[config.mk]
export PLATFORM = sky130hd
export DESIGN_NAME = idle_timeout_frame_collector_core_flat
export DESIGN_NICKNAME = d
export VERILOG_FILES = /design/src/rtl/core/itfc_pkg.sv /design/src/rtl/core/itfc_in_if.sv /design/src/rtl/core/itfc_out_if.sv /design/src/rtl/core/idle_timeout_frame_collector_core.sv /design/src/flat_wrapper.sv
export VERILOG_INCLUDE_DIRS = /design/src /design/src/rtl/core
export SDC_FILE = /design/constraint.sdc
export NUM_CORES = 1
export LEC_CHECK = 0
export CAP_MARGIN = 30
export CORE_MARGIN = 5
export CORE_UTILIZATION = 25
export DETAILED_ROUTE_END_ITERATION = 12
export DONT_BUFFER_PORTS = 1
export GPL_TIMING_DRIVEN = 0
export PLACE_DENSITY = 0.46
export SYNTH_ARGS = -nofsm -noshare
export SYNTH_HDL_FRONTEND = slang
export SYNTH_SLANG_ARGS = --single-unit
[constraint.sdc]
create_clock -name clk -period 4.5 [get_ports clk]
set_input_delay 0.225 -clock clk [delete_from_list [all_inputs] [get_ports clk]]
set_output_delay 0.225 -clock clk [all_outputs]
set_load 0.02 [all_outputs]
[src/rtl/core/idle_timeout_frame_collector_core_assert.svh]
// ----------------------------------------------------------------------------
// idle timeout frame collector assertion macros
// concurrent checks that compile away when SYNTHESIS is defined
// ----------------------------------------------------------------------------
`ifndef IDLE_TIMEOUT_FRAME_COLLECTOR_CORE_ASSERT_SVH
`define IDLE_TIMEOUT_FRAME_COLLECTOR_CORE_ASSERT_SVH

`ifndef SYNTHESIS

// same-cycle implication
`define ITFC_ASSERT_IMPLY(label, clk, rst_n, ante, cons) \
	label: assert property (@(posedge clk) disable iff (!rst_n) (ante) |-> (cons)) \
		else $error("same-cycle check failed");

// next-cycle implication
`define ITFC_ASSERT_NEXT(label, clk, rst_n, ante, cons) \
	label: assert property (@(posedge clk) disable iff (!rst_n) (ante) |=> (cons)) \
		else $error("next-cycle check failed");

`else

`define ITFC_ASSERT_IMPLY(label, clk, rst_n, ante, cons)
`define ITFC_ASSERT_NEXT(label, clk, rst_n, ante, cons)

`endif

`endif

[src/rtl/core/itfc_pkg.sv]
// ----------------------------------------------------------------------------
// itfc_pkg
// shared types and constants of the idle timeout frame collector
// ----------------------------------------------------------------------------
package itfc_pkg;

	// request kinds on the receive channel
	localparam logic FUNC_BYTE = 1'b0;
	localparam logic FUNC_TICK = 1'b1;

	// configuration register indexes
	localparam logic REG_TERM_CHAR     = 1'b0;
	localparam logic REG_TIMEOUT_TICKS = 1'b1;

	// register reset values and byte codes
	localparam logic [7:0]  TERM_RESET    = 8'hff;
	localparam logic [15:0] TIMEOUT_RESET = 16'd25;
	localparam logic [7:0]  TERM_DISABLED = 8'hff;
	localparam logic [7:0]  ZERO_FILL     = 8'h7e;
	localparam logic [15:0] IDLE_MAX      = 16'hffff;

	// reason a frame was closed
	typedef enum logic [1:0] {
		CAUSE_TERM    = 2'd0,
		CAUSE_FULL    = 2'd1,
		CAUSE_TIMEOUT = 2'd2
	} cause_t;

	// control state
	typedef enum logic {
		ST_RUN  = 1'b0,
		ST_EMIT = 1'b1
	} st_t;

endpackage

[src/rtl/core/itfc_in_if.sv]
// ----------------------------------------------------------------------------
// itfc_in_if
// receive channel: one received byte or one time tick per request
// ----------------------------------------------------------------------------
interface itfc_in_if;
	logic       valid;
	logic       ready;
	logic       func;
	logic [7:0] rx_byte;

	modport source (output valid, output func, output rx_byte, input ready);
	modport sink (input valid, input func, input rx_byte, output ready);
endinterface

[src/rtl/core/itfc_out_if.sv]
// ----------------------------------------------------------------------------
// itfc_out_if
// frame channel: one byte of a completed frame per request
// ----------------------------------------------------------------------------
interface itfc_out_if;
	logic       valid;
	logic       ready;
	logic [7:0] data_byte;
	logic [5:0] byte_index;
	logic [6:0] frame_length;
	logic [1:0] end_cause;
	logic       last;

	modport source (output valid, output data_byte, output byte_index,
		output frame_length, output end_cause, output last, input ready);
	modport sink (input valid, input data_byte, input byte_index,
		input frame_length, input end_cause, input last, output ready);
endinterface

[src/rtl/core/idle_timeout_frame_collector_core.sv]
// Receive requests are taken one per cycle while no frame is being played out.
// A closing request moves the control state to emission; each frame byte is
// then read through the single frame store read port into the read stage and
// the output register, leaving one byte per cycle while the frame channel is
// ready. Receive ready is low while the store is read back, stalls included.
// Reset (arst_n, asynchronous) clears control state and registers; the frame
// store is not cleared and needs no sweep.
// ----------------------------------------------------------------------------
// idle_timeout_frame_collector_core
// gathers received bytes into a frame store and plays out each closed frame
// ----------------------------------------------------------------------------
`include "idle_timeout_frame_collector_core_assert.svh"

module idle_timeout_frame_collector_core
	import itfc_pkg::*;
#(
	parameter int BUFFER_DEPTH = 64
) (
	input  logic        clk,
	input  logic        arst_n,
	input  logic        cfg_wen,
	input  logic [0:0]  cfg_idx,
	input  logic [15:0] cfg_data,
	itfc_in_if.sink     rx_in,
	itfc_out_if.source  frm_out
);

	localparam int AW = (BUFFER_DEPTH > 1) ? $clog2(BUFFER_DEPTH) : 1;
	localparam int CW = $clog2(BUFFER_DEPTH + 1);
	localparam logic [CW-1:0] DEPTH_C = CW'(BUFFER_DEPTH);

	// configuration registers
	logic [7:0]  term_char_q;
	logic [15:0] timeout_q;

	// collector state
	st_t         state_q, state_d;
	logic        coll_q, coll_d;
	logic [CW-1:0] cnt_q, cnt_d;
	logic [15:0] idle_q, idle_d;
	logic [CW-1:0] emit_len_q, emit_len_d;
	cause_t      emit_cause_q, emit_cause_d;
	logic [CW-1:0] rd_ptr_q, rd_ptr_d;

	// store access
	logic [7:0]  mem [BUFFER_DEPTH];
	logic        wr_en;
	logic [AW-1:0] wr_addr;
	logic        rd_en;
	logic        rx_ready;
	logic        rx_acc;
	logic        frame_end;
	logic [CW-1:0] cnt_inc;
	logic [15:0] idle_inc;
	logic [CW-1:0] ptr_inc;

	// read stage and output register
	logic        rd_valid_s1;
	logic [7:0]  rd_data_s1;
	logic [AW-1:0] rd_idx_s1;
	logic [CW-1:0] rd_len_s1;
	cause_t      rd_cause_s1;
	logic        rd_last_s1;
	logic        out_valid_q;
	logic [7:0]  out_data_q;
	logic [AW-1:0] out_idx_q;
	logic [CW-1:0] out_len_q;
	cause_t      out_cause_q;
	logic        out_last_q;
	logic        out_free;

	// configuration writes
	always_ff @(posedge clk or negedge arst_n) begin
		if (!arst_n) begin
			term_char_q <= TERM_RESET;
			timeout_q   <= TIMEOUT_RESET;
		end else if (cfg_wen) begin
			case (cfg_idx)
				REG_TERM_CHAR:     term_char_q <= cfg_data[7:0];
				REG_TIMEOUT_TICKS: timeout_q   <= cfg_data;
				default:           ;
			endcase
		end
	end

	// requests are taken only while not playing out a frame
	assign rx_ready = (state_q == ST_RUN);
	assign rx_acc   = rx_in.valid && rx_ready;
	assign out_free = !out_valid_q || frm_out.ready;
	assign cnt_inc  = cnt_q + CW'(1);
	assign idle_inc = (idle_q == IDLE_MAX) ? IDLE_MAX : idle_q + 16'd1;
	assign ptr_inc  = rd_ptr_q + CW'(1);
	assign wr_addr  = coll_q ? cnt_q[AW-1:0] : '0;

	// next state and store control
	always_comb begin
		state_d      = state_q;
		coll_d       = coll_q;
		cnt_d        = cnt_q;
		idle_d       = idle_q;
		emit_len_d   = emit_len_q;
		emit_cause_d = emit_cause_q;
		rd_ptr_d     = rd_ptr_q;
		wr_en        = 1'b0;
		rd_en        = 1'b0;
		frame_end    = 1'b0;
		case (state_q)
			ST_RUN: begin
				if (rx_acc) begin
					if (rx_in.func == FUNC_BYTE) begin
						wr_en  = 1'b1;
						idle_d = '0;
						if (!coll_q) begin
							coll_d = 1'b1;
							cnt_d  = CW'(1);
						end else if (term_char_q != TERM_DISABLED &&
								rx_in.rx_byte == term_char_q) begin
							frame_end    = 1'b1;
							emit_len_d   = cnt_inc;
							emit_cause_d = CAUSE_TERM;
						end else if (cnt_inc >= DEPTH_C) begin
							frame_end    = 1'b1;
							emit_len_d   = cnt_inc;
							emit_cause_d = CAUSE_FULL;
						end else begin
							cnt_d = cnt_inc;
						end
					end else if (coll_q) begin
						idle_d = idle_inc;
						if (idle_inc >= timeout_q) begin
							frame_end    = 1'b1;
							emit_len_d   = cnt_q;
							emit_cause_d = CAUSE_TIMEOUT;
						end
					end
				end
				// close the frame and start reading it back
				if (frame_end) begin
					state_d  = ST_EMIT;
					coll_d   = 1'b0;
					cnt_d    = '0;
					idle_d   = '0;
					rd_ptr_d = '0;
				end
			end
			ST_EMIT: begin
				rd_en = !rd_valid_s1 || out_free;
				if (rd_en) begin
					rd_ptr_d = ptr_inc;
					if (ptr_inc == emit_len_q) begin
						state_d = ST_RUN;
					end
				end
			end
			default: begin
				state_d = ST_RUN;
			end
		endcase
	end

	always_ff @(posedge clk or negedge arst_n) begin
		if (!arst_n) begin
			state_q      <= ST_RUN;
			coll_q       <= 1'b0;
			cnt_q        <= '0;
			idle_q       <= '0;
			emit_len_q   <= '0;
			emit_cause_q <= CAUSE_TERM;
			rd_ptr_q     <= '0;
		end else begin
			state_q      <= state_d;
			coll_q       <= coll_d;
			cnt_q        <= cnt_d;
			idle_q       <= idle_d;
			emit_len_q   <= emit_len_d;
			emit_cause_q <= emit_cause_d;
			rd_ptr_q     <= rd_ptr_d;
		end
	end

	// frame store, one write and one registered read port
	always_ff @(posedge clk) begin
		if (wr_en) begin
			mem[wr_addr] <= rx_in.rx_byte;
		end
		if (rd_en) begin
			rd_data_s1 <= mem[rd_ptr_q[AW-1:0]];
		end
	end

	// read stage tags
	always_ff @(posedge clk or negedge arst_n) begin
		if (!arst_n) begin
			rd_valid_s1 <= 1'b0;
		end else if (rd_en) begin
			rd_valid_s1 <= 1'b1;
		end else if (out_free) begin
			rd_valid_s1 <= 1'b0;
		end
	end

	always_ff @(posedge clk) begin
		if (rd_en) begin
			rd_idx_s1   <= rd_ptr_q[AW-1:0];
			rd_len_s1   <= emit_len_q;
			rd_cause_s1 <= emit_cause_q;
			rd_last_s1  <= (ptr_inc == emit_len_q);
		end
	end

	// output register, zero bytes replaced on a timeout frame
	always_ff @(posedge clk or negedge arst_n) begin
		if (!arst_n) begin
			out_valid_q <= 1'b0;
		end else if (out_free) begin
			out_valid_q <= rd_valid_s1;
		end
	end

	always_ff @(posedge clk) begin
		if (out_free && rd_valid_s1) begin
			out_data_q  <= (rd_cause_s1 == CAUSE_TIMEOUT && rd_data_s1 == 8'h00) ?
				ZERO_FILL : rd_data_s1;
			out_idx_q   <= rd_idx_s1;
			out_len_q   <= rd_len_s1;
			out_cause_q <= rd_cause_s1;
			out_last_q  <= rd_last_s1;
		end
	end

	assign rx_in.ready          = rx_ready;
	assign frm_out.valid        = out_valid_q;
	assign frm_out.data_byte    = out_data_q;
	assign frm_out.byte_index   = 6'(out_idx_q);
	assign frm_out.frame_length = 7'(out_len_q);
	assign frm_out.end_cause    = out_cause_q;
	assign frm_out.last         = out_last_q;

	// checks
	`ITFC_ASSERT_IMPLY(a_last_pos, clk, arst_n, out_valid_q && out_last_q,
		CW'(out_idx_q) + CW'(1) == out_len_q)
	`ITFC_ASSERT_NEXT(a_end_emit, clk, arst_n, frame_end,
		state_q == ST_EMIT && rd_ptr_q == '0 && !coll_q)
	`ITFC_ASSERT_IMPLY(a_rd_range, clk, arst_n, rd_en, rd_ptr_q < emit_len_q)
	`ITFC_ASSERT_NEXT(a_s1_hold, clk, arst_n, rd_valid_s1 && !out_free, rd_valid_s1)
	`ITFC_ASSERT_IMPLY(a_cnt_range, clk, arst_n, coll_q,
		cnt_q != '0 && cnt_q < DEPTH_C)

endmodule
[src/flat_wrapper.sv]
// flat-port wrapper written by rule: the top's interface ports become plain ports
module idle_timeout_frame_collector_core_flat import itfc_pkg::*;
#(
	parameter int BUFFER_DEPTH = 64
)
  (clk, arst_n, cfg_wen, cfg_idx, cfg_data, rx_in_valid, rx_in_func, rx_in_rx_byte, rx_in_ready, frm_out_valid, frm_out_data_byte, frm_out_byte_index, frm_out_frame_length, frm_out_end_cause, frm_out_last, frm_out_ready);
  itfc_in_if rx_in_i ();
  itfc_out_if frm_out_i ();
  input  logic clk;
  input  logic arst_n;
  input  logic cfg_wen;
  input  logic [0:0] cfg_idx;
  input  logic [15:0] cfg_data;
  input wire logic [$bits(rx_in_i.valid)-1:0] rx_in_valid;
  input wire logic [$bits(rx_in_i.func)-1:0] rx_in_func;
  input wire logic [$bits(rx_in_i.rx_byte)-1:0] rx_in_rx_byte;
  output wire logic [$bits(rx_in_i.ready)-1:0] rx_in_ready;
  output wire logic [$bits(frm_out_i.valid)-1:0] frm_out_valid;
  output wire logic [$bits(frm_out_i.data_byte)-1:0] frm_out_data_byte;
  output wire logic [$bits(frm_out_i.byte_index)-1:0] frm_out_byte_index;
  output wire logic [$bits(frm_out_i.frame_length)-1:0] frm_out_frame_length;
  output wire logic [$bits(frm_out_i.end_cause)-1:0] frm_out_end_cause;
  output wire logic [$bits(frm_out_i.last)-1:0] frm_out_last;
  input wire logic [$bits(frm_out_i.ready)-1:0] frm_out_ready;
  assign rx_in_i.valid = rx_in_valid;
  assign rx_in_i.func = rx_in_func;
  assign rx_in_i.rx_byte = rx_in_rx_byte;
  assign rx_in_ready = rx_in_i.ready;
  assign frm_out_valid = frm_out_i.valid;
  assign frm_out_data_byte = frm_out_i.data_byte;
  assign frm_out_byte_index = frm_out_i.byte_index;
  assign frm_out_frame_length = frm_out_i.frame_length;
  assign frm_out_end_cause = frm_out_i.end_cause;
  assign frm_out_last = frm_out_i.last;
  assign frm_out_i.ready = frm_out_ready;
  idle_timeout_frame_collector_core #(.BUFFER_DEPTH(BUFFER_DEPTH)) u_core (.clk(clk), .arst_n(arst_n), .cfg_wen(cfg_wen), .cfg_idx(cfg_idx), .cfg_data(cfg_data), .rx_in(rx_in_i), .frm_out(frm_out_i));
endmodule
==> flow_results.org, run 1 <==
** Status
- Result of the run :: complete, no violations

** Global routing
- Congestion Overflow GR :: 0
- Initial antenna violation count :: 5
- Vias in the first global route :: 14000
- The first global-routing pass estimated 102000 um of wire.
- Total global-route track usage :: roughly 13%
- Pin count of the biggest net entering global routing :: 68

** Floorplan
- The die is 330 um tall.
- Die area :: 109000 um2
- CORE AREA :: a little over 100000 um2
- For this configuration, the core starts out at a cell density of 25.2%.
- Count of boundary I/O pins :: between 50 and 60
- After floorplanning, the core was divided into 117 placement rows.
- Width of the die :: 330 um

** Clock network
- Counting the buffers created by CTS gives 71.
- Clock tree from TritonCTS :: yes
- Buffer type at the clock tree root :: sky130_fd_sc_hd__clkbuf_16
- Number of sinks handled by clock tree synthesis :: 627
- Clock-pin slew was measured on the worst setup and hold paths at 60 ps.
- Number of levels in the clock H-tree :: 3
- Worst-Skew Late Latency :: between 600 and 700 ps
- The longest clock path from root to sink contains 3 buffers.

** Timing
- Number of failing setup endpoints in the final timing report :: 0
- Static timing analysis puts the maximum clock frequency at 237 MHz.
- Transition time at the pin with the least slew margin :: 1000 ps
- The hold violation total from the final report came to 0.
- Final Critical Period :: 4210 ps
- Number of pins exceeding their max-slew limit in the final report :: 0
- Period Utilization, post-route :: 93.6%
- Measured against its own limit, the worst slew margin works out to 33.4%.
- Fin Clk Skew :: approximately 36 ps

** Setup path
- Top delay family on crit path :: simple AND/OR/NAND/NOR gates
- In this run the critical register-to-register path is launched from u_core.idle_q[3]$_DFFE_PN0P_.
- Most common cell type on the critical path :: sky130_fd_sc_hd__nand4_1
- Kind of capture point of the worst setup path :: flip-flop
- The critical path starts at u_core.idle_q[3]$_DFFE_PN0P_.
- Worst endpoint required time :: 4990 ps
- Critical Path Slowest Stage Cell :: sky130_fd_sc_hd__or3_1
- Kind of critical path :: flip-flop to flip-flop
- Buffers & Inverters on Critical Path :: 3
- The largest single stage delay on the critical path is 420 ps.
- Data arrival at the endpoint of the critical path :: 4700 ps
- Minimum setup slack among reg-to-reg paths :: 290 ps
- Worst-case reg-to-reg path depth :: 15
- Walking the worst path, the cells encountered are clkbuf_1 -> nand4_1 -> buf_4 -> or3_1 -> nor3_2 -> nand3b_1 -> o21a_1 -> ha_1 -> nand4_1 -> nor3_1 -> a32oi_2 -> o2111ai_2 -> o211a_1 -> buf_6 -> mux2_4.
- The critical path ends at u_core.emit_len_q[3]$_DFFE_PN0P_.
- The worst setup path is launched from a flip-flop.
- In this run the number of cells on the critical path is 15.
- In this run the critical register-to-register path is captured at u_core.emit_len_q[3]$_DFFE_PN0P_.
- Along the worst path, the maximum fanout reaches 10.

** Drt
- After the first detailed-routing iteration, the DRC count stood at 1211.
- Vias per cell :: 4.61
- Vias :: 13700
- DRC Markers :: 0
- Drt wl/cell :: 24.1 um
- The first TritonRoute pass finished after 5 iterations.
- Once detail routing completed, the nets flagged for antenna violations numbered 0.
- Wire length reported by the detailed router :: 71300 um

** Yosys
- A synthesized cell averages roughly 18 um2.
- After synthesis, the share of flip-flops with an asynchronous set or reset is 10.7%.
- Sequential cells were found to cover 72.2% of the synthesized design area.
- Mapped Nets :: ~1500
- Number of register bits inferred by synthesis :: ~630
- Yosys warning total :: 0
- In the synthesized netlist the dominant register cell turns out to be sky130_fd_sc_hd__edfxtp_1.
- Post-synth EDFFs :: 560
- Counting every instance in the synthesized netlist gives 1401.
- Cell area after synthesis :: about 26000 um2
- Distinct cell type count of the synthesized netlist :: 63

** Placed design
- During placement, the flow inserted port buffers numbering 0.
- HPWL after detailed placement :: around 46000 um
- The congestion estimate from routability-driven global placement came to 0.816.
- Post-placement cell area :: between 20000 and 30000 um2

** Finish
- Measured on the finished design, the core utilization comes to 29.9%.
- Area added between synthesis and finish :: 18.8%
- Fill cell instance count of the final layout :: 9928
- Number of nets in the layout :: 1580
- The finished cells cover approximately 30000 um2.
- Cells with a size suffix above 1 make up 24.5% of the layout.

** Power and ir drop
- Power, Total :: around 17 mW
- IR analysis of the VDD net gives a maximum drop of 0.000273 V.
- Power density relative to cell area :: 570 nW/um2
- For this design the static power due to leakage is 9.94 nW.

** Min path
- The path class of the tightest hold or removal check is primary input to flip-flop.

** Run
- Across the run, the number of max-cap violations was 0.
## synthesized netlist by cell type (all sizes together), types with 19 or more instances
library cell,count,area (um2)
a21oi,19,95.1
buf,40,245
clkbuf,37,139
dfrtp,56,1400
edfxtp,560,16800
ha,19,238
inv,27,101
mux2,67,777
mux4,132,2970
nand2,38,143
nand3,32,160
nor2,102,383
nor3,31,155
o22ai,25,156
## cell type report
cell class | count | area, um2 | area share [%]
sequential | 627 | 18500 | 60.8
multi-input combinational | 669 | 6660 | 21.9
clock buffer | 84 | 1860 | 6.10
tap | 1368 | 1710 | 5.62
timing repair buffer | 56 | 707 | 2.32
clock inverter | 47 | 479 | 1.57
buffer | 77 | 387 | 1.27
inverter | 28 | 105 | 0.345
antenna | 8 | 20.0 | 0.0658
## power breakdown
part	total [mW]	internal [mW]	switching, mW
sequential	7.17	6.82	0.349
combinational	4.38	1.83	2.54
clock	5.80	3.43	2.37
## worst min-delay path by stage
| stage | startpoint | to | slack [ps] | cells past startpoint |
|---|---|---|---|---|
| 2_1_floorplan | arst_n | u_core.cnt_q[0]$_DFFE_PN0P_ | -70 | 0 |
| 3_3_place_gp | arst_n | u_core.timeout_q[7]$_DFFE_PN0P_ | -70 | 0 |
| 3_5_place_dp | arst_n | u_core.timeout_q[7]$_DFFE_PN0P_ | -70 | 0 |
| 4_1_cts | rx_in_rx_byte[4] | u_core.mem[30][4]$_DFFE_PP_ | 5 | 1 |
| 5_1_grt | rx_in_func | u_core.emit_cause_q[1]$_DFFE_PN0P_ | 60 | 2 |
| 6_report | rx_in_func | u_core.emit_cause_q[1]$_DFFE_PN0P_ | 60 | 2 |
## layout by cell type (no fill, tap or decap), types with 8 or more instances in the layout
cell	count
sky130_fd_sc_hd__mux4_2	132
sky130_fd_sc_hd__bufinv_16	8
sky130_fd_sc_hd__clkbuf_16	72
sky130_fd_sc_hd__edfxtp_1	560
sky130_fd_sc_hd__buf_2	27
sky130_fd_sc_hd__ha_1	19
sky130_fd_sc_hd__a31oi_1	9
sky130_fd_sc_hd__o21ai_0	15
sky130_fd_sc_hd__clkbuf_1	46
sky130_fd_sc_hd__dfstp_2	11
sky130_fd_sc_hd__clkinv_1	19
sky130_fd_sc_hd__xor2_1	16
sky130_fd_sc_hd__nor3_1	30
sky130_fd_sc_hd__dfrtp_1	56
sky130_fd_sc_hd__inv_1	27
sky130_fd_sc_hd__a21oi_1	19
sky130_fd_sc_hd__buf_16	10
sky130_fd_sc_hd__nor2_1	102
sky130_fd_sc_hd__o22ai_1	25
sky130_fd_sc_hd__mux2_2	61
sky130_fd_sc_hd__xnor2_1	15
sky130_fd_sc_hd__nand2b_1	15
sky130_fd_sc_hd__buf_4	12
sky130_fd_sc_hd__nand2_1	38
sky130_fd_sc_hd__clkinv_2	11
sky130_fd_sc_hd__a22o_1	17
sky130_fd_sc_hd__dlygate4sd3_1	29
sky130_fd_sc_hd__diode_2	8
sky130_fd_sc_hd__nand3_1	31
sky130_fd_sc_hd__a21o_1	12
sky130_fd_sc_hd__buf_6	11
sky130_fd_sc_hd__nand4_1	14
## state kept, by name (all words and copies together), names as in the netlist, 2 cells and up
name / count
u_core.rd_cause_s1: 2
u_core.rd_ptr_q: 7
u_core.idle_q: 16
u_core.rd_len_s1: 7
u_core.timeout_q: 16
u_core.frm_out.frame_length: 7
u_core.frm_out.end_cause: 2
u_core.emit_len_q: 7
u_core.rd_idx_s1: 6
u_core.rd_data_s1: 8
u_core.frm_out.data_byte: 8
u_core.emit_cause_q: 2
u_core.term_char_q: 8
u_core.frm_out.byte_index: 6
u_core.cnt_q: 7
u_core.mem: 512
## cells by family after synthesis
kind of cell / share of synthesized area, %
AOI/OAI and AO/OA: 3.73
xor gates and xnor gates: 1.06
adders and majority gates: 0.928
buffers and inverters: 1.91
DFF: 72.2
muxes: 14.9
and+or+nand+nor: 5.21
## per-stage QoR
step | setup WS, ps | cells | hold WS [ps] | setup TNS, ps
6_report | 289 | 2964 | 58.7 | 0
5_1_grt | -0.276 | 2963 | 63.3 | -0.276
4_1_cts | 61.7 | 2953 | 5.32 | 0
3_5_place_dp | -12.5 | 2785 | -68.8 | -65.7
3_3_place_gp | 3.68 | 2769 | -68.7 | 0
2_1_floorplan | 877 | 1401 | -70.6 | 0
## metal layers
layer	global-route usage, %	part of all wire (%)	vias to the layer above
li1	-	-	5914
met1	17.2	43	7244
met2	21.1	49	396
met3	2.79	5.4	107
met4	4.74	3.3	0
met5	0	0	-
## what timing repair did
action,CTS,global route
pin swaps,0,1
hold buffers,37,1
setup buffers,0,2
gates resized for setup,1,6
setup endpoints to repair,6,37
endpoints found under the hold margin,608,4
(Power assumes the default switching activity.)
==> inputs of run 2 (changes only) <==
==> constraint.sdc (replaced) <==
create_clock -name clk -period 4.5 [get_ports clk]
set_input_delay 0.45 -clock clk [delete_from_list [all_inputs] [get_ports clk]]
set_output_delay 0.45 -clock clk [all_outputs]
set_load 0.02 [all_outputs]
==> flow_results.org, run 2 (same netlist as run 1, synthesis figures left out) <==
** Power and ir drop
- Power, Total :: 17.3 mW (about the same)
- Leakage power :: 9.89 nW (-0.53%)
- Power density relative to cell area :: 572 nW/um2 (+0.38%)
- IR Drop Worst-Case VDD :: 0.000272 V (-0.25%)

** Timing
- Hold WS :: 60.6 ps (+1.96 ps)
- Worst-case headroom to the max-slew limit :: 33.5% (+0.17 points)
- Fin Clk Skew :: 33.1 ps (-2.39 ps)
- The number of max-slew violations in the final report was 0 (unchanged).
- Transition time at the pin with the least slew margin :: 997 ps (-2.56 ps)
- Post-route setup slack :: 254 ps (-35.2 ps)
- The hold violation total from the final report is 0 (unchanged).
- The final period utilization is 94.4% (+0.78 points).
- The final setup violation count was 0 (unchanged).
- The post-route minimum period was 4250 ps (+35.2 ps).
- Setup TNS Final :: 0 ps (unchanged)
- The maximum frequency from static timing analysis is 236 MHz (-0.83%).

** Clock network
- The clock net sink count was 627 (unchanged).
- Buffer type at the clock tree root :: sky130_fd_sc_hd__clkbuf_16
- The worst-skew pair later-pin latency was 630 ps (about the same).
- The clock-pin slew of the registers on the worst-case setup and hold paths is 60 ps (about the same).
- Clock buffer count from CTS :: 71 (unchanged)
- Clock tree from TritonCTS :: yes
- The number of H-tree levels was 3 (unchanged).
- The largest buffer count on any clock path is 3 (unchanged).

** Setup path
- Buffers & Inverters on Critical Path :: 3 (unchanged)
- The worst setup path is launched from a flip-flop.
- STA classifies the critical path endpoint as a flip-flop.
- Worst path cell trace :: clkbuf_1 -> nand4_1 -> buf_4 -> or3_1 -> nor3_2 -> nand3b_1 -> o21a_1 -> ha_1 -> nand4_1 -> nor3_1 -> a32oi_2 -> o2111ai_2 -> o211a_1 -> buf_6 -> mux2_4
- Launch instance of the worst register-to-register path :: u_core.idle_q[3]$_DFFE_PN0P_
- Kind of critical path :: flip-flop to flip-flop
- The number of cells on the worst reg-to-reg path came to 15 (unchanged).
- On the critical path, the stage with the largest delay is an instance of sky130_fd_sc_hd__or3_1.
- The critical path's largest stage delay came to 430 ps (about the same).
- The data arrival time of the critical path is 4730 ps (+30 ps).
- Highest fanout seen on the critical path :: 10 (unchanged)
- The setup slack on the worst flop-to-flop path came to 250 ps (-40 ps).
- Top delay family on crit path :: simple AND/OR/NAND/NOR gates
- The endpoint identified for the worst register-to-register timing path is u_core.emit_len_q[5]$_DFFE_PN0P_.
- Worst endpoint required time :: 4990 ps (about the same)
- Counting stages on the worst path, the most repeated cell is sky130_fd_sc_hd__nand4_1.

** Global routing
- Congestion Overflow GR :: 0 (unchanged)
- Wire length of the first global-routing pass :: 101000 um (-0.54%)
- The initial antenna violation count came to 4 (-1).
- Pin count of the biggest net entering global routing :: 68 (unchanged)
- Total global-route track usage :: 12.9% (-0.084 points)
- The via count of the first global-routing pass came to 13900 (-0.23%).

** Finish
- Fill cell instance count of the final layout :: 9925 (-0.030%)
- Commonest non-fill, non-tap cell in the layout :: sky130_fd_sc_hd__edfxtp_1
- The largest registers in the layout are u_core.mem: 512 flops, u_core.idle_q: 16 flops, u_core.timeout_q: 16 flops.
- Top reg by flops :: u_core.mem
- The number of nets in the finished design is 1568 (-0.76%).
- Ratio of cells with drive above 1 in the final layout :: 24.7% (+0.19 points)
- In the layout the commonest cells are 560 x sky130_fd_sc_hd__edfxtp_1, 132 x sky130_fd_sc_hd__mux4_2, 102 x sky130_fd_sc_hd__nor2_1, 72 x sky130_fd_sc_hd__clkbuf_16, 61 x sky130_fd_sc_hd__mux2_2.
- Max FFs per register :: 512 (unchanged)
- Relative to the synthesized area, the layout overhead comes to 18.3%.

** Floorplan
- CORE AREA :: 102000 um2 (unchanged)
- The die area is 109000 um2 (unchanged).
- Starting Density :: 25.2% (unchanged)
- Width of the die :: 330 um (unchanged)
- Chip height :: 330 um (unchanged)
- Count of boundary I/O pins :: 57 (unchanged)
- Number of rows created at floorplan :: 117 (unchanged)

** Drt
- The final wirelength was 70800 um (-0.78%).
- Vias :: 13600 (-0.23%)
- Antenna Violating Nets Remaining :: 0 (unchanged)
- Drt wl/cell :: 24.0 um (-0.14%)
- The remaining routing DRC violations was 0 (unchanged).
- Length of the first detailed-routing pass in iterations :: 5 (unchanged)
- The number of violations reported at the end of detailed-routing iteration 0 was 1270 (+4.9%).
- The average vias per placed instance is 4.63 (+0.42%).

** Min path
- Origin of the worst min-delay path :: frm_out_ready
- Number of instances on the worst hold path :: 2 (unchanged)
- The path with the worst hold slack has its endpoint at u_core.frm_out.valid$_DFFE_PN0P_.
- Class of the most critical hold timing path :: primary input to flip-flop

** Placed design
- Count of buffers from port buffering :: 0 (unchanged)
- HPWL after detailed placement :: 45800 um (unchanged)
- Routability Congestion :: 0.816 (unchanged)
- The post-place setup slack is -12.5 ps (unchanged).

** Run
- Max Cap Viol :: 0 (unchanged)

** Status
- Result of the run :: complete, no violations
## run 2: power breakdown
part | internal (mW) | switching [mW] | total [mW] | leakage (nW)
clock | 3.43 | 2.37 | 5.80 | 1.13
sequential | 6.82 | 0.352 | 7.17 | 5.87
combinational | 1.83 | 2.54 | 4.36 | 2.88
## run 2: per-stage QoR
stage,util [%],instance area (um2),cells
finish,29.8,30300,2945
global route,29.8,30300,2944
CTS,29.7,30300,2942
detailed placement,27.0,27500,2785
global placement,26.9,27300,2769
floorplan,-,25600,1401
## run 2: worst max-delay path by stage
stage	startpoint	to	cells past startpoint
floorplan	u_core.idle_q[3]$_DFFE_PN0P_	u_core.emit_len_q[1]$_DFFE_PN0P_	14
global placement	u_core.idle_q[3]$_DFFE_PN0P_	u_core.emit_len_q[3]$_DFFE_PN0P_	15
detailed placement	u_core.idle_q[3]$_DFFE_PN0P_	u_core.emit_len_q[2]$_DFFE_PN0P_	15
CTS	u_core.idle_q[3]$_DFFE_PN0P_	u_core.emit_len_q[3]$_DFFE_PN0P_	15
global route	u_core.idle_q[3]$_DFFE_PN0P_	u_core.emit_len_q[3]$_DFFE_PN0P_	15
finish	u_core.idle_q[3]$_DFFE_PN0P_	u_core.emit_len_q[5]$_DFFE_PN0P_	15
## run 2: layer usage
metal	global-route usage (%)	routed length (um)	vias to the layer above
met5	0	13	-
met4	4.66	2610	2
met3	2.96	4110	122
met2	21.0	34000	420
met1	17.0	30100	7189
li1	-	-	5897
## run 2: final cells by class
| type | count | area, um2 | area share, % |
|---|---|---|---|
| Multi-Input combinational cell | 669 | 6660 | 22.0 |
| Clock inverter | 47 | 479 | 1.58 |
| Timing Repair Buffer | 44 | 587 | 1.94 |
| Buffer | 77 | 387 | 1.28 |
| Inverter | 28 | 105 | 0.347 |
| Antenna cell | 1 | 2.50 | 0.00826 |
| Tap cell | 1368 | 1710 | 5.65 |
| Clock buffer | 84 | 1860 | 6.13 |
| Sequential cell | 627 | 18500 | 61.1 |
## run 2: worst register-to-register path: stages, from the launching register on
cell and delay [ps]:
sky130_fd_sc_hd__dfrtp_1 320, sky130_fd_sc_hd__clkbuf_1 250, sky130_fd_sc_hd__nand4_1 340, sky130_fd_sc_hd__buf_4 260, sky130_fd_sc_hd__or3_1 430, sky130_fd_sc_hd__nor3_2 270, sky130_fd_sc_hd__nand3b_1 140, sky130_fd_sc_hd__o21a_1 130
sky130_fd_sc_hd__ha_1 290, sky130_fd_sc_hd__nand4_1 230, sky130_fd_sc_hd__nor3_1 330, sky130_fd_sc_hd__a32oi_2 190, sky130_fd_sc_hd__o2111ai_2 220, sky130_fd_sc_hd__o211a_1 250, sky130_fd_sc_hd__buf_6 180, sky130_fd_sc_hd__mux2_4 310
## run 2: what timing repair did
item,4_1_cts,5_1_grt
hold buffers,26,0
buffers inserted,0,2
gates resized for setup,1,6
pin swaps,0,1
endpoints found under the hold margin,603,0
setup endpoints to repair,6,37
